--- config.mk ---
export PLATFORM = sky130hd
export DESIGN_NAME = bankers_safe_allocator_core
export DESIGN_NICKNAME = d
export VERILOG_FILES = /design/src/hdl/bsa_pkg.sv /design/src/hdl/bankers_safe_allocator_core.sv
export SDC_FILE = /design/constraint.sdc
export NUM_CORES = 1
export LEC_CHECK = 0
export ABC_AREA = 1
export BUFFER_PORTS_ARGS = -buffer_cell sky130_fd_sc_hd__buf_4
export CAP_MARGIN = 20
export CORE_ASPECT_RATIO = 1.5
export CORE_UTILIZATION = 40
export CTS_CLUSTER_SIZE = 16
export DETAILED_ROUTE_END_ITERATION = 16
export GPL_TIMING_DRIVEN = 0
export PLACE_DENSITY_LB_ADDON = 0.2
export SYNTH_ARGS = -nofsm -noshare
export SYNTH_HDL_FRONTEND = slang
export SYNTH_SLANG_ARGS = --single-unit
--- constraint.sdc ---
create_clock -name aclk -period 5.5 [get_ports aclk]
set_clock_uncertainty 0.2 [all_clocks]
set_input_delay 0.55 -clock aclk [delete_from_list [all_inputs] [get_ports aclk]]
set_output_delay 0.55 -clock aclk [all_outputs]
set_load 0.01 [all_outputs]
--- src/hdl/bsa_pkg.sv ---
// shared types, codes and defaults for the banker's safe allocator
package bsa_pkg;

    // default sizes handed to the top level
    localparam int CLIENTS_DEF    = 4;
    localparam int KINDS_DEF      = 4;
    localparam int COUNT_BITS_DEF = 4;

    // fixed field widths of the ports
    localparam int CFG_BITS     = 63;
    localparam int ACTION_BITS  = 3;
    localparam int CLIENT_BITS  = 2;
    localparam int AMOUNT_BITS  = 4;
    localparam int AMOUNT_PORTS = 4;
    localparam int STATUS_BITS  = 2;
    localparam int REFUSAL_BITS = 16;

    // claim register after reset: client c claims one unit of each kind k with k%2 == c%2
    localparam logic [CFG_BITS-1:0] CLAIM_RESET = 63'h1010010110100101;

    // action codes
    localparam logic [ACTION_BITS-1:0] ACT_REQUEST      = 3'd0;
    localparam logic [ACTION_BITS-1:0] ACT_GRANT        = 3'd1;
    localparam logic [ACTION_BITS-1:0] ACT_RELEASE      = 3'd2;
    localparam logic [ACTION_BITS-1:0] ACT_LOAD_FREE    = 3'd3;
    localparam logic [ACTION_BITS-1:0] ACT_QUERY_SAFE   = 3'd4;
    localparam logic [ACTION_BITS-1:0] ACT_QUERY_FINISH = 3'd5;

    // result status codes
    localparam logic [STATUS_BITS-1:0] STAT_DONE       = 2'd0;
    localparam logic [STATUS_BITS-1:0] STAT_OVER_CLAIM = 2'd1;
    localparam logic [STATUS_BITS-1:0] STAT_SHORT_FREE = 2'd2;
    localparam logic [STATUS_BITS-1:0] STAT_UNSAFE     = 2'd3;

    // sequencer states
    typedef enum logic [2:0] {
        ST_IDLE,
        ST_EXEC,
        ST_WINIT,
        ST_WALK,
        ST_UNDO,
        ST_RESP
    } bsa_state_t;

endpackage

--- src/hdl/bankers_safe_allocator_core.sv ---
// banker's deadlock-avoidance allocator with an iterative safety walk
//
//  channel   signals                                  direction  carries
//  cfg       cfg_valid / cfg_ready / cfg_data         in         max claim fields
//  s_        s_valid / s_ready / s_action .. amount   in         one request
//  m_        m_valid / m_ready / m_ok .. m_refusals   out        one result per request
//
//  grant, release, load, can-finish, no-op and failed checks: idle, execute, response
//  walked request or safety query: idle, execute, walk init, walk, response, plus undo for a rollback;
//  the walk checks one client row per cycle against the work vector, up to CLIENTS sweeps
//  synchronous active-low reset: free counts to one, holdings and refusals to zero, safe flag set
//  s_ready is high only in idle; a new request is taken while an old result still waits on m_ready
//  a result waiting on m_ready holds the sequencer in its response state
module bankers_safe_allocator_core #(
    parameter int CLIENTS    = bsa_pkg::CLIENTS_DEF,
    parameter int KINDS      = bsa_pkg::KINDS_DEF,
    parameter int COUNT_BITS = bsa_pkg::COUNT_BITS_DEF
) (
    input  logic                               aclk,
    input  logic                               aresetn,
    // claim register write
    input  logic                               cfg_valid,
    output logic                               cfg_ready,
    input  logic [bsa_pkg::CFG_BITS-1:0]       cfg_data,
    // request channel
    input  logic                               s_valid,
    output logic                               s_ready,
    input  logic [bsa_pkg::ACTION_BITS-1:0]    s_action,
    input  logic [bsa_pkg::CLIENT_BITS-1:0]    s_client,
    input  logic [bsa_pkg::AMOUNT_BITS-1:0]    s_amount_0,
    input  logic [bsa_pkg::AMOUNT_BITS-1:0]    s_amount_1,
    input  logic [bsa_pkg::AMOUNT_BITS-1:0]    s_amount_2,
    input  logic [bsa_pkg::AMOUNT_BITS-1:0]    s_amount_3,
    // result channel
    output logic                               m_valid,
    input  logic                               m_ready,
    output logic                               m_ok,
    output logic [bsa_pkg::STATUS_BITS-1:0]    m_status,
    output logic                               m_safe_now,
    output logic [bsa_pkg::REFUSAL_BITS-1:0]   m_refusals
);
    import bsa_pkg::*;

    localparam int CLI_BITS  = (CLIENTS > 1) ? $clog2(CLIENTS) : 1;
    localparam int ROWS      = 1 << CLI_BITS;
    // work vector holds free plus every client's holdings
    localparam int WORK_BITS = COUNT_BITS + $clog2(CLIENTS + 1);
    localparam int EXT_BITS  = CFG_BITS + ROWS * KINDS * COUNT_BITS;
    localparam logic [COUNT_BITS-1:0]   COUNT_MAX  = '1;
    localparam logic [CLI_BITS-1:0]     LAST_IDX   = CLI_BITS'(CLIENTS - 1);
    localparam logic [CLIENT_BITS:0]    CLIENTS_W  = (CLIENT_BITS + 1)'(CLIENTS);

    // state
    bsa_state_t state_reg, state_next;
    logic [CFG_BITS-1:0]                            claims_reg;
    logic [KINDS-1:0][COUNT_BITS-1:0]               free_reg;
    logic [ROWS-1:0][KINDS-1:0][COUNT_BITS-1:0]     held_reg;
    logic [REFUSAL_BITS-1:0]                        refusal_reg;
    logic                                           safe_reg;

    // latched request
    logic [ACTION_BITS-1:0]                         action_reg;
    logic [CLIENT_BITS-1:0]                         client_reg;
    logic [AMOUNT_PORTS-1:0][AMOUNT_BITS-1:0]       amount_reg;

    // pending result
    logic                                           ok_reg;
    logic [STATUS_BITS-1:0]                         status_reg;

    // walk state
    logic [KINDS-1:0][WORK_BITS-1:0]                work_reg;
    logic [CLIENTS-1:0]                             done_reg;
    logic [CLI_BITS-1:0]                            walk_idx_reg;
    logic                                           progress_reg;

    // output register
    logic                                           m_valid_reg;
    logic                                           m_ok_reg;
    logic [STATUS_BITS-1:0]                         m_status_reg;
    logic                                           m_safe_reg;
    logic [REFUSAL_BITS-1:0]                        m_refusal_reg;

    // datapath signals
    logic [EXT_BITS-1:0]                            claims_ext;
    logic [ROWS-1:0][KINDS-1:0][COUNT_BITS-1:0]     claim_arr;
    logic [CLI_BITS-1:0]                            row_sel;
    logic [KINDS-1:0][COUNT_BITS-1:0]               held_row;
    logic [KINDS-1:0][COUNT_BITS-1:0]               need_row;
    logic [KINDS-1:0][WORK_BITS-1:0]                amt_w;
    logic [KINDS-1:0][COUNT_BITS-1:0]               amt_c;
    logic                                           client_ok;
    logic                                           over_claim;
    logic                                           short_free;
    logic                                           grant_fits;
    logic                                           walk_fit;
    logic [CLIENTS-1:0]                             done_next;
    logic                                           sweep_end;
    logic                                           all_done;
    logic                                           progress_next;
    logic                                           out_load;

    // claim fields, client-major; fields past the register's top read as zero
    assign claims_ext = {{(EXT_BITS - CFG_BITS){1'b0}}, claims_reg};

    always_comb begin
        int sh;
        for (int c = 0; c < ROWS; c++) begin
            for (int k = 0; k < KINDS; k++) begin
                sh = (c * KINDS + k) * COUNT_BITS;
                if (sh < CFG_BITS) begin
                    claim_arr[c][k] = claims_ext[sh +: COUNT_BITS];
                end else begin
                    claim_arr[c][k] = '0;
                end
            end
        end
    end

    // one row read port: walk index while walking, request client otherwise
    assign row_sel  = (state_reg == ST_WALK) ? walk_idx_reg : client_reg[CLI_BITS-1:0];
    assign held_row = held_reg[row_sel];

    // need is claim minus held, floored at zero
    always_comb begin
        for (int k = 0; k < KINDS; k++) begin
            if (claim_arr[row_sel][k] > held_row[k]) begin
                need_row[k] = claim_arr[row_sel][k] - held_row[k];
            end else begin
                need_row[k] = '0;
            end
        end
    end

    // amounts of unused kinds are dropped here
    always_comb begin
        for (int k = 0; k < KINDS; k++) begin
            amt_w[k] = WORK_BITS'(amount_reg[k]);
            amt_c[k] = amt_w[k][COUNT_BITS-1:0];
        end
    end

    assign client_ok = ({1'b0, client_reg} < CLIENTS_W);

    // request checks and can-finish test
    always_comb begin
        over_claim = 1'b0;
        short_free = 1'b0;
        grant_fits = 1'b1;
        for (int k = 0; k < KINDS; k++) begin
            if (amt_w[k] > WORK_BITS'(need_row[k])) over_claim = 1'b1;
            if (amt_w[k] > WORK_BITS'(free_reg[k])) short_free = 1'b1;
            if (need_row[k] > free_reg[k]) grant_fits = 1'b0;
        end
    end

    // one walk step: does the indexed unfinished client fit the work vector
    always_comb begin
        walk_fit = !done_reg[walk_idx_reg];
        for (int k = 0; k < KINDS; k++) begin
            if (WORK_BITS'(need_row[k]) > work_reg[k]) walk_fit = 1'b0;
        end
        done_next = done_reg;
        if (walk_fit) done_next[walk_idx_reg] = 1'b1;
    end

    assign sweep_end     = (walk_idx_reg == LAST_IDX);
    assign all_done      = &done_next;
    assign progress_next = progress_reg | walk_fit;

    // next state
    always_comb begin
        state_next = state_reg;
        case (state_reg)
            ST_IDLE: begin
                if (s_valid) state_next = ST_EXEC;
            end
            ST_EXEC: begin
                if (action_reg == ACT_QUERY_SAFE) begin
                    state_next = ST_WINIT;
                end else if (action_reg == ACT_REQUEST && client_ok
                             && !over_claim && !short_free) begin
                    state_next = ST_WINIT;
                end else begin
                    state_next = ST_RESP;
                end
            end
            ST_WINIT: begin
                state_next = ST_WALK;
            end
            ST_WALK: begin
                if (sweep_end) begin
                    if (all_done) begin
                        state_next = ST_RESP;
                    end else if (!progress_next) begin
                        state_next = (action_reg == ACT_REQUEST) ? ST_UNDO : ST_RESP;
                    end
                end
            end
            ST_UNDO: begin
                state_next = ST_RESP;
            end
            ST_RESP: begin
                if (!m_valid_reg || m_ready) state_next = ST_IDLE;
            end
            default: begin
                state_next = ST_IDLE;
            end
        endcase
    end

    // handshake outputs
    always_comb begin
        s_ready   = (state_reg == ST_IDLE);
        cfg_ready = 1'b1;
        out_load  = (state_reg == ST_RESP) && (!m_valid_reg || m_ready);
    end

    // control and allocation state
    always_ff @(posedge aclk) begin
        if (!aresetn) begin
            state_reg    <= ST_IDLE;
            claims_reg   <= CLAIM_RESET;
            free_reg     <= {KINDS{COUNT_BITS'(1)}};
            held_reg     <= '0;
            refusal_reg  <= '0;
            safe_reg     <= 1'b1;
            done_reg     <= '0;
            walk_idx_reg <= '0;
            progress_reg <= 1'b0;
            m_valid_reg  <= 1'b0;
        end else begin
            state_reg <= state_next;
            if (cfg_valid && cfg_ready) claims_reg <= cfg_data;

            case (state_reg)
                ST_EXEC: begin
                    case (action_reg)
                        ACT_REQUEST: begin
                            // tentative grant, rolled back if the walk fails
                            if (client_ok && !over_claim && !short_free) begin
                                for (int k = 0; k < KINDS; k++) begin
                                    free_reg[k] <= free_reg[k] - amt_c[k];
                                    held_reg[row_sel][k] <= held_row[k] + amt_c[k];
                                end
                            end
                        end
                        ACT_GRANT: begin
                            if (client_ok) begin
                                for (int k = 0; k < KINDS; k++) begin
                                    if (amt_w[k] <= WORK_BITS'(free_reg[k])
                                        && amt_w[k] <= WORK_BITS'(need_row[k])) begin
                                        free_reg[k] <= free_reg[k] - amt_c[k];
                                        held_reg[row_sel][k] <= held_row[k] + amt_c[k];
                                    end
                                end
                            end
                        end
                        ACT_RELEASE: begin
                            if (client_ok) begin
                                for (int k = 0; k < KINDS; k++) begin
                                    if ({1'b0, free_reg[k]} + {1'b0, held_row[k]}
                                        > {1'b0, COUNT_MAX}) begin
                                        free_reg[k] <= COUNT_MAX;
                                    end else begin
                                        free_reg[k] <= free_reg[k] + held_row[k];
                                    end
                                    held_reg[row_sel][k] <= '0;
                                end
                            end
                        end
                        ACT_LOAD_FREE: begin
                            for (int k = 0; k < KINDS; k++) begin
                                if (amt_w[k] > WORK_BITS'(COUNT_MAX)) begin
                                    free_reg[k] <= COUNT_MAX;
                                end else begin
                                    free_reg[k] <= amt_c[k];
                                end
                            end
                        end
                        default: begin
                        end
                    endcase
                end
                ST_WINIT: begin
                    done_reg     <= '0;
                    walk_idx_reg <= '0;
                    progress_reg <= 1'b0;
                end
                ST_WALK: begin
                    done_reg <= done_next;
                    if (sweep_end) begin
                        walk_idx_reg <= '0;
                        progress_reg <= 1'b0;
                        if (all_done) begin
                            safe_reg <= 1'b1;
                        end else if (!progress_next) begin
                            safe_reg <= 1'b0;
                        end
                    end else begin
                        walk_idx_reg <= walk_idx_reg + 1'b1;
                        progress_reg <= progress_next;
                    end
                end
                ST_UNDO: begin
                    // roll the tentative grant back and count the refusal
                    for (int k = 0; k < KINDS; k++) begin
                        free_reg[k] <= free_reg[k] + amt_c[k];
                        held_reg[row_sel][k] <= held_row[k] - amt_c[k];
                    end
                    if (refusal_reg != '1) refusal_reg <= refusal_reg + 1'b1;
                end
                default: begin
                end
            endcase

            if (out_load) begin
                m_valid_reg <= 1'b1;
            end else if (m_ready) begin
                m_valid_reg <= 1'b0;
            end
        end
    end

    // request latch, walk work vector, pending and delivered result
    always_ff @(posedge aclk) begin
        if (s_valid && s_ready) begin
            action_reg <= s_action;
            client_reg <= s_client;
            amount_reg <= {s_amount_3, s_amount_2, s_amount_1, s_amount_0};
        end

        case (state_reg)
            ST_EXEC: begin
                case (action_reg)
                    ACT_REQUEST: begin
                        ok_reg <= 1'b0;
                        if (client_ok && over_claim) begin
                            status_reg <= STAT_OVER_CLAIM;
                        end else if (client_ok && short_free) begin
                            status_reg <= STAT_SHORT_FREE;
                        end else begin
                            status_reg <= STAT_DONE;
                        end
                    end
                    ACT_GRANT, ACT_RELEASE: begin
                        ok_reg     <= client_ok;
                        status_reg <= STAT_DONE;
                    end
                    ACT_LOAD_FREE: begin
                        ok_reg     <= 1'b1;
                        status_reg <= STAT_DONE;
                    end
                    ACT_QUERY_FINISH: begin
                        ok_reg     <= client_ok && grant_fits;
                        status_reg <= STAT_DONE;
                    end
                    default: begin
                        ok_reg     <= 1'b0;
                        status_reg <= STAT_DONE;
                    end
                endcase
            end
            ST_WINIT: begin
                for (int k = 0; k < KINDS; k++) begin
                    work_reg[k] <= WORK_BITS'(free_reg[k]);
                end
            end
            ST_WALK: begin
                if (walk_fit) begin
                    for (int k = 0; k < KINDS; k++) begin
                        work_reg[k] <= work_reg[k] + WORK_BITS'(held_row[k]);
                    end
                end
                if (sweep_end && all_done) ok_reg <= 1'b1;
            end
            ST_UNDO: begin
                status_reg <= STAT_UNSAFE;
            end
            default: begin
            end
        endcase

        if (out_load) begin
            m_ok_reg      <= ok_reg;
            m_status_reg  <= status_reg;
            m_safe_reg    <= safe_reg;
            m_refusal_reg <= refusal_reg;
        end
    end

    assign m_valid    = m_valid_reg;
    assign m_ok       = m_ok_reg;
    assign m_status   = m_status_reg;
    assign m_safe_now = m_safe_reg;
    assign m_refusals = m_refusal_reg;

`ifndef ASSERT_OFF
    // refusal counter only ever steps up by one
    assert property (@(posedge aclk) disable iff (!aresetn)
        $past(aresetn) && !$stable(refusal_reg) |-> refusal_reg == $past(refusal_reg) + 1'b1)
        else $error("refusal counter jumped");

    // free counts stay put while the sequencer idles
    assert property (@(posedge aclk) disable iff (!aresetn)
        $past(aresetn) && $past(state_reg) == ST_IDLE |-> $stable(free_reg))
        else $error("free counts changed in idle");

    // a rolled-back request is never reported as granted
    assert property (@(posedge aclk) disable iff (!aresetn)
        m_valid && m_status == STAT_UNSAFE |-> !m_ok)
        else $error("unsafe result marked ok");

    // the walk never runs past the last client row
    assert property (@(posedge aclk) disable iff (!aresetn)
        state_reg == ST_WALK |-> walk_idx_reg <= LAST_IDX)
        else $error("walk index out of range");
`endif

endmodule

==> impl_metrics.yaml <==
place:
  postPlaceCellArea_mm2: 0.0184
  dp_hpwl_um: 49900
  dp.cells: 2989
  detailedPlace.worstSlack_ns: -2.03
  place.gp.congestion: 0.997
  port_buffers: 109
job:
  max_cap_viol_count: 0
cells_and_area:
  fin_nets: 2830
  design_area_mm2: 0.0211
  fin_cells: 3140
  drive_gt1_share_pct: 16.5
  largest_reg_flops: 64
  synthToLayoutAreaGrowth_pct: 25.7
  postLayoutCoreUtil_pct: 51.1
  nFillCells: 4031
sta:
  slew_viol_final: 0
  maxSlewHeadroom_pct: 29.2
  fmax_mhz: 187
  setup_slack_ns: 0.149
  hold_violations: 0
  worst_slew_pin_slew_ns: 1.06
  fin_crit_sh_pct: 97.3
  period_minus_slack_ns: 5.35
  setup_viol: 0
  hold_ws_ns: 0.0148
route:
  wl_met1_um: 24100
  wl_met3_um: 4220
  drtIter0Drc: 1352
  wire_per_inst_um: 21.2
  routed_via_density: 5.54
  highest_layer: "met5"
  drc: 0
  ant_nets: 0
  totalWireLength_um: 66600
  num_vias: 17411
  dr.pass1.iters: 6
  wl_met2_um: 32400
critical_path:
  r2r_setup_slack_ns: 0.15
  rr_endpoint: "held_reg[39]"
  critPathCaptureType: "flop"
  reg2reg_depth: 32
  r2r-start: "state_reg[2]"
  cp.arrival_ns: 5.65
  max_stage_delay_ns: 0.43
  start_kind: "flop"
  crit_start: "state_reg[2]"
  crit_type: "flop to flop"
  worstPathRequired_ns: 5.80
  crit_path_max_fanout: 10
  critical-path-slowest-cell: "fa_1"
  path_buf_inv: 11
  path_delay_family: "buffers and inverters"
clock_network:
  cts_tree: "built"
  clk_latency_ns: 0.58
  clock-sinks: 243
  cts-root-buf: "clkbuf_16"
  clk_path_buf_depth: 3
  cts_max_level: 1
  cts.clk_slew.worst_paths_ns: 0.07
  cts_buffers: 27
outcome:
  outcome: "finished clean"
worst_hold_path:
  holdPathStages: 3
  hold_end: "claims_reg[54]"
  holdCritPathClass: "primary input to flop"
  hp-start: "cfg_data[54]"
power:
  clock_power_share_pct: 25.0
  internal-power_mw: 4.40
  pwr_density_cell_mw_per_mm2: 360
  seqPwrFrac_pct: 28.8
  comb_power_share_pct: 46.1
  leakagePower_nw: 9.49
  switchingPower_mw: 3.21
  p_sw_share_pct: 42.2
  vdd_drop_max_mv: 0.284
synthesis:
  synth_fp_nets: 2589
  synth_warnings: 0
  ys_seq_elements: 243
  netlist_instances: 2319
  yosysUniqueCellTypes: 54
  async_flop_share_pct: 0
  synth_area_mm2: 0.0168
  syn_avg_cell_area_um2: 7.25
  synth_edf_count: 72
  ys_seq_area_share_pct: 33.2
  synth_ff_type: "dfxtp_1"
die:
  pin_count: 112
  initial_core_util_pct: 40.7
  core.rowCount: 91
  die-height_um: 253
  die_area_mm2: 0.0429
  core_mm2: 0.0413
  die_x_um: 169
global_routing:
  grt_max_degree: 21
  grt_pass1_wl_um: 98600
  antenna_found_initial: 2
  grt_overflow: 0
  grtUsageTotal_pct: 30.8
  grt_pass1_vias: 17046
## cell families after synthesis
logic type / Yosys count / share of synthesized area (%)
and+or+nand+nor: 896 / 22.1
AOI/OAI and AO/OA: 593 / 19.6
buffers and inverters: 375 / 8.69
DFF: 243 / 33.2
adders and majority gates: 181 / 14.7
xor gates and xnor gates: 30 / 1.61
other: 1 / 0.0223
## worst max-delay path by stage
| stage | cells past startpoint | to | slack, ns |
|---|---|---|---|
| CTS | 34 | held_reg[6] | 0.0007 |
| global route | 35 | held_reg[39] | -0.02 |
| floorplan | 28 | work_reg[0] | 0.39 |
| finish | 32 | held_reg[39] | 0.15 |
| detailed placement | 32 | held_reg[60] | -2.03 |
| global placement | 32 | held_reg[60] | -1.93 |
## metrics by stage
stage	TNS (ns)	total power [mW]
floorplan	0	4.17
global placement	-188.52	5.08
detailed placement	-192.01	5.16
CTS	0	7.34
global route	-0.0518	8.05
finish	0	7.61
## tightest hold or removal path: cells and delay by family
kind	cells	cell delay [ns]
buffers and inverters	1	0.08
and+or+nand+nor	2	0.12
## cell usage in the layout (no fill, tap or decap), drive strengths merged, types with 14 or more instances in the layout
cell type and count:
o21ai 279, xnor2 17, o22ai 14, inv 283, nand4 19, fa 28, a31oi 14, nand3 120
a21oi 190, clkbuf 88, nor3 22, ha 153, dfxtp 171, o211ai 15, or2 21, nand2 391
edfxtp 72, buf 216, nor2 320, a22oi 15, o21a 20, dlygate4sd3 33
## area by class of cell
cell class                      instances  area (um^2)  area share [%]
Timing Repair Buffer                  212         1740            8.21
Clock buffer                           35          788            3.73
Antenna cell                            2         5.00          0.0237
Inverter                              285         1100            5.21
Multi-Input combinational cell       1701        10400            49.4
Sequential cell                       243         5590            26.5
Clock inverter                         14          115           0.545
Tap cell                              558          698            3.30
Buffer                                 90          666            3.15
## synth_stat cells (all sizes together) (6+ instances only)
cell type  number  area share [%]
o21ai         279             8.4
xor2           13            0.68
o21bai          9            0.40
ha            153              11
nand3         120             3.6
or2            21            0.78
o21a           20            0.89
inv           284             6.3
clkbuf         55             1.2
nand2         391             8.8
o211ai         15            0.67
o22ai          14            0.52
a31oi          14            0.52
fa             28             3.3
o2111ai         9            0.54
nor2          320             7.3
dfxtp         171              20
a22o            6            0.31
buf            35             1.1
a211oi          6            0.27
nor3           22            0.65
nand4          19            0.74
a22oi          15            0.67
a221oi          6            0.31
edfxtp         72              13
xnor2          17            0.93
a21oi         190             5.7
## what timing repair did
item,4_1_cts,5_1_grt
pin swaps,19,23
endpoints found under the setup margin,121,113
endpoints found under the hold margin,33,0
cloned,0,1
gates resized for setup,159,112
hold buffers,33,0
setup buffers,37,29
## per-layer routing
layer,vias up,global-route usage [%]
met4,2,25.4
li1,8234,-
met2,757,53.3
met5,-,0
met1,8137,33.3
met3,281,4.35
## power by group through the flow
| stage | registers, mW | logic (mW) | clock network (mW) |
|---|---|---|---|
| 2_1_floorplan | 2.16 | 2.01 | 0 |
| 6_report | 2.20 | 3.51 | 1.91 |
| 5_1_grt | 2.21 | 3.86 | 1.98 |
| 3_5_place_dp | 2.22 | 2.94 | 0 |
| 4_1_cts | 2.19 | 3.23 | 1.92 |
| 3_3_place_gp | 2.22 | 2.86 | 0 |
Power figures use the tool's default switching activity.
